[config.mk]
export PLATFORM = sky130hd
export DESIGN_NAME = dac_hash
export DESIGN_NICKNAME = d
export VERILOG_FILES = /design/src/rtl/dac_pkg.sv /design/src/rtl/dac_hash.sv
export SDC_FILE = /design/constraint.sdc
export NUM_CORES = 1
export LEC_CHECK = 0
export ABC_AREA = 0
export BUFFER_PORTS_ARGS = -buffer_cell sky130_fd_sc_hd__buf_2
export CORE_ASPECT_RATIO = 0.8
export CORE_MARGIN = 5
export CORE_UTILIZATION = 65
export DETAILED_ROUTE_END_ITERATION = 6
export MAX_ROUTING_LAYER = met4
export PLACE_DENSITY = 0.91
export SYNTH_ARGS = -nofsm -noshare
export SYNTH_HDL_FRONTEND = slang
export SYNTH_SLANG_ARGS = --single-unit
[constraint.sdc]
create_clock -name clk -period 11.2 [get_ports clk]
set_clock_uncertainty 0.2 [all_clocks]
set_input_delay 1.12 -clock clk [delete_from_list [all_inputs] [get_ports clk]]
set_output_delay 1.12 -clock clk [all_outputs]
set_load 0.01 [all_outputs]
[src/rtl/dac_pkg.sv]
package dac_pkg;

    localparam int TABLE_DEPTH = 256;
    localparam int ADDR_W      = $clog2(TABLE_DEPTH);
    localparam int CNT_W       = $clog2(TABLE_DEPTH + 1);

    localparam int STA_W       = 48;
    localparam int HASH_W      = 32;
    localparam int OUT_CNT_W   = 9;
    localparam int STA_BYTES   = STA_W / 8;
    localparam int BYTE_CNT_W  = $clog2(STA_BYTES);

    localparam logic [HASH_W-1:0] FNV_BASIS = 32'h811C_9DC5;
    localparam logic [HASH_W-1:0] FNV_PRIME = 32'h0100_0193;

    typedef struct packed {
        logic              vld;
        logic [HASH_W-1:0] value;
    } dac_hash_t;

    typedef struct packed {
        logic                 vld;
        logic [HASH_W-1:0]    hash;
        logic                 is_new;
        logic                 dropped;
        logic [OUT_CNT_W-1:0] count;
    } dac_result_t;

endpackage

[src/rtl/dac_hash.sv]
module dac_hash
    import dac_pkg::*;
(
    input  logic             clk,
    input  logic             rst_n,
    input  logic             start,
    input  logic [STA_W-1:0] station_address,
    output dac_hash_t        hash_out
);

    logic [STA_W-1:0]      data_reg, data_next;
    logic [HASH_W-1:0]     h_reg, h_next;
    logic [BYTE_CNT_W-1:0] cnt_reg, cnt_next;
    logic                  run_reg, run_next;
    logic                  vld_reg, vld_next;
    logic [HASH_W-1:0]     mix;

    // one byte per cycle, most significant byte first
    always_comb
    begin
        mix       = h_reg ^ {{(HASH_W-8){1'b0}}, data_reg[STA_W-1 -: 8]};
        data_next = data_reg;
        h_next    = h_reg;
        cnt_next  = cnt_reg;
        run_next  = run_reg;
        vld_next  = 1'b0;
        if (start)
        begin
            data_next = station_address;
            h_next    = FNV_BASIS;
            cnt_next  = '0;
            run_next  = 1'b1;
        end
        else if (run_reg)
        begin
            h_next    = mix * FNV_PRIME;
            data_next = {data_reg[STA_W-9:0], 8'h00};
            cnt_next  = cnt_reg + 1'b1;
            if (cnt_reg == BYTE_CNT_W'(STA_BYTES - 1))
            begin
                run_next = 1'b0;
                vld_next = 1'b1;
            end
        end
    end

    always_ff @(posedge clk or negedge rst_n)
    begin
        if (!rst_n)
        begin
            run_reg <= 1'b0;
            vld_reg <= 1'b0;
            cnt_reg <= '0;
        end
        else
        begin
            run_reg <= run_next;
            vld_reg <= vld_next;
            cnt_reg <= cnt_next;
        end
    end

    always_ff @(posedge clk)
    begin
        data_reg <= data_next;
        h_reg    <= h_next;
    end

    // zero is reserved, map it to one
    assign hash_out.vld   = vld_reg;
    assign hash_out.value = (h_reg == '0) ? HASH_W'(1) : h_reg;

endmodule

==> impl_metrics.json <==
{
  "timing_hold_violations_final": 0,
  "hp-class": "reg -> reg",
  "seq_area_frac_synth_pct": 23.2,
  "synth-seq-cells": 85,
  "status": "finished, final reports clean",
  "start_kind": "flop",
  "dp.final_hpwl_um": 18700,
  "row_count": 39,
  "synth_nets": 1263,
  "hold_start": "cnt_reg[2]",
  "cap_violations": 0,
  "gr-total-overflow": 0,
  "netlist_instances": 945,
  "regToRegEndpoint": "h_reg[31]",
  "regToRegSetupSlack_ps": 4850,
  "drc": 0,
  "avgViaCountPerCell": 5.91,
  "holdBufCountCts": 0,
  "routedWlPerCell_um": 19.7,
  "die_w_um": 145,
  "synth_warnings": 0,
  "vias": 7054,
  "fin_crit_ps": 6350,
  "drive_gt1_share_pct": 16.3,
  "slew_headroom_pct": 34.4,
  "r2r-start": "h_reg[6]",
  "dp_slack_ps": 4910,
  "ys.flop_type": "edfxtp_1",
  "track_usage_pct": 28.6,
  "port_buffers": 83,
  "rsz0062_at_grt": "no",
  "yosys.area.top_type_share_pct": 25.4,
  "hold_slack_ps": 347,
  "synth_edf_count": 48,
  "avgSynthCellArea_um2": 10.1,
  "cts_resized": 0,
  "cts_tree": "done",
  "cts_sinks": 85,
  "htreeDepth": 3,
  "die_h_um": 118,
  "diodes": 0,
  "fin_setup_tns_ps": 0,
  "setup_ws_ps": 4850,
  "async_flop_share_pct": 5.88,
  "drv_slew": 0,
  "worst-endpoint-arrival_ps": 6390,
  "routabilityCongestion": 0.972,
  "cts_buffers": 9,
  "synth.distinct_cells": 72,
  "largest_register_ffs": 48,
  "yosysTopAreaCell": "ha_1",
  "required_ps": 11240,
  "placeableCoreArea_mm2": 0.0143,
  "initial_core_util_pct": 66.5,
  "fin_crit_sh_pct": 56.7,
  "ys_top_cells_by_area": "ha_1, fa_1, edfxtp_1",
  "grt_max_degree": 68,
  "worst_setup_path_end_kind": "flop",
  "cts_setup_buffers": 0,
  "path_clk_slew_ps": 70,
  "clock_latency_ps": 360,
  "finish.utilization_pct": 72.0,
  "die_area_mm2": 0.0172,
  "drt_iter0_drc": 649,
  "final_nets": 1322,
  "ff2ff_path_depth": 17,
  "worst_pin_slew_ps": 981,
  "crit_path_start": "h_reg[6]",
  "syn_area_mm2": 0.00951,
  "clockBufferDepth": 2,
  "fmax_mhz": 157,
  "io_pins": 84,
  "cp_max_fo": 7,
  "grt_pass1_wl_um": 38000,
  "root_buffer": "clkbuf_16",
  "endpoint": "h_reg[31]",
  "antenna_found_initial": 0,
  "drt_pass1_iterations": 6,
  "wl_um": 23500,
  "area_growth_pct": 8.28,
  "setup-violations-final": 0,
  "crit_type": "reg -> reg",
  "first_global_vias": 7325,
  "n_fill_cell": 987,
  "postRouteAntennaNets": 0
}
## how the worst min path moves through the flow
stage | endpoint | slack [ps] | cells past startpoint
floorplan | h_reg[5] | 290 | 2
global placement | data_reg[19] | 330 | 1
detailed placement | data_reg[39] | 330 | 1
CTS | data_reg[38] | 350 | 1
global route | vld_reg | 370 | 1
finish | cnt_reg[2] | 350 | 2
## final cells by class
| type | instances | area (µm²) | share of cell area [%] |
|---|---|---|---|
| multi-input cells | 625 | 6380 | 61.9 |
| flip-flops and latches | 85 | 2210 | 21.4 |
| inverters | 197 | 739 | 7.18 |
| repair buffers | 86 | 438 | 4.25 |
| well taps | 184 | 230 | 2.24 |
| clock buffers | 9 | 225 | 2.19 |
| clock inverters | 7 | 78.8 | 0.765 |
## layout by cell type, fill, tap and decap left out, drive strengths merged, types with 4 or more instances in the layout
master  instances
clkbuf          9
nand3           4
xnor2          26
o21ai          22
nor3            7
and3            5
buf            86
xor2           23
a21o           10
nand2          35
clkinv          4
nor2b           5
a211oi          8
edfxtp         48
o211ai         10
nor4            5
dfrtp           5
inv           198
o21a            5
mux2i           7
nand4           9
ha            193
a211o           5
and2           13
mux2           40
fa             74
a21oi          27
nor2           55
dfxtp          32
## metrics by stage
step / cells / cell area, µm²
after detailed placement: 1177 / 9990
after global routing: 1193 / 10300
final: 1193 / 10300
after floorplan: 945 / 9510
after global placement: 1177 / 9990
after CTS: 1193 / 10300
## logic make-up (layout without fill, tap and decap cells)
group                    after synthesis  after routing  share of synthesized area (%)
AO/OA/AOI/OAI                        112            112                           8.49
XOR/XNOR                              49             49                           4.51
adder cells (fa/ha/maj)              267            267                           41.0
buffers and inverters                235            299                           9.72
flip-flops                            85             85                           23.2
multiplexers                          47             47                           5.47
AND/OR/NAND/NOR                      150            150                           7.63
## cell usage after synthesis (all sizes together) (2+ instances only)
master / n
inv: 196
nor2b: 5
nand2: 35
xnor2: 26
fa: 74
a2111o: 2
nor4: 5
and2: 13
a221oi: 2
o21bai: 2
nor3: 7
mux2i: 7
buf: 11
clkbuf: 27
mux2: 40
dfrtp: 5
nor2: 55
a211oi: 8
nand3: 4
a21o: 10
or2: 2
a31oi: 2
dfxtp: 32
or3: 2
and4: 2
and3: 5
a21oi: 27
a2111oi: 2
a211o: 5
o21ai: 22
edfxtp: 48
ha: 193
nand4: 9
a311oi: 2
o211ai: 10
xor2: 23
o22ai: 2
o21a: 5
o32ai: 2
## per-layer routing
metal / track usage [%] / routed length, µm
met3: 5.24 / 1900
met1: 37.1 / 9660
met5: - / 0
met2: 45.4 / 11100
met4: 10.0 / 896
## worst max-delay path, cell delays in order, from the launching register on
cell	delay, ps
dfxtp_1	420
xor2_1	800
ha_1	390
ha_1	310
fa_1	450
ha_1	220
fa_1	440
ha_1	290
inv_1	50
fa_1	470
inv_1	40
ha_1	410
nand4_1	230
nor2_1	210
nand4_1	220
a2111oi_0	760
o311a_1	280
a211oi_2	50
Power is not shown: default switching activity piles up to over one toggle a cycle in this logic, so the estimate is an artifact.
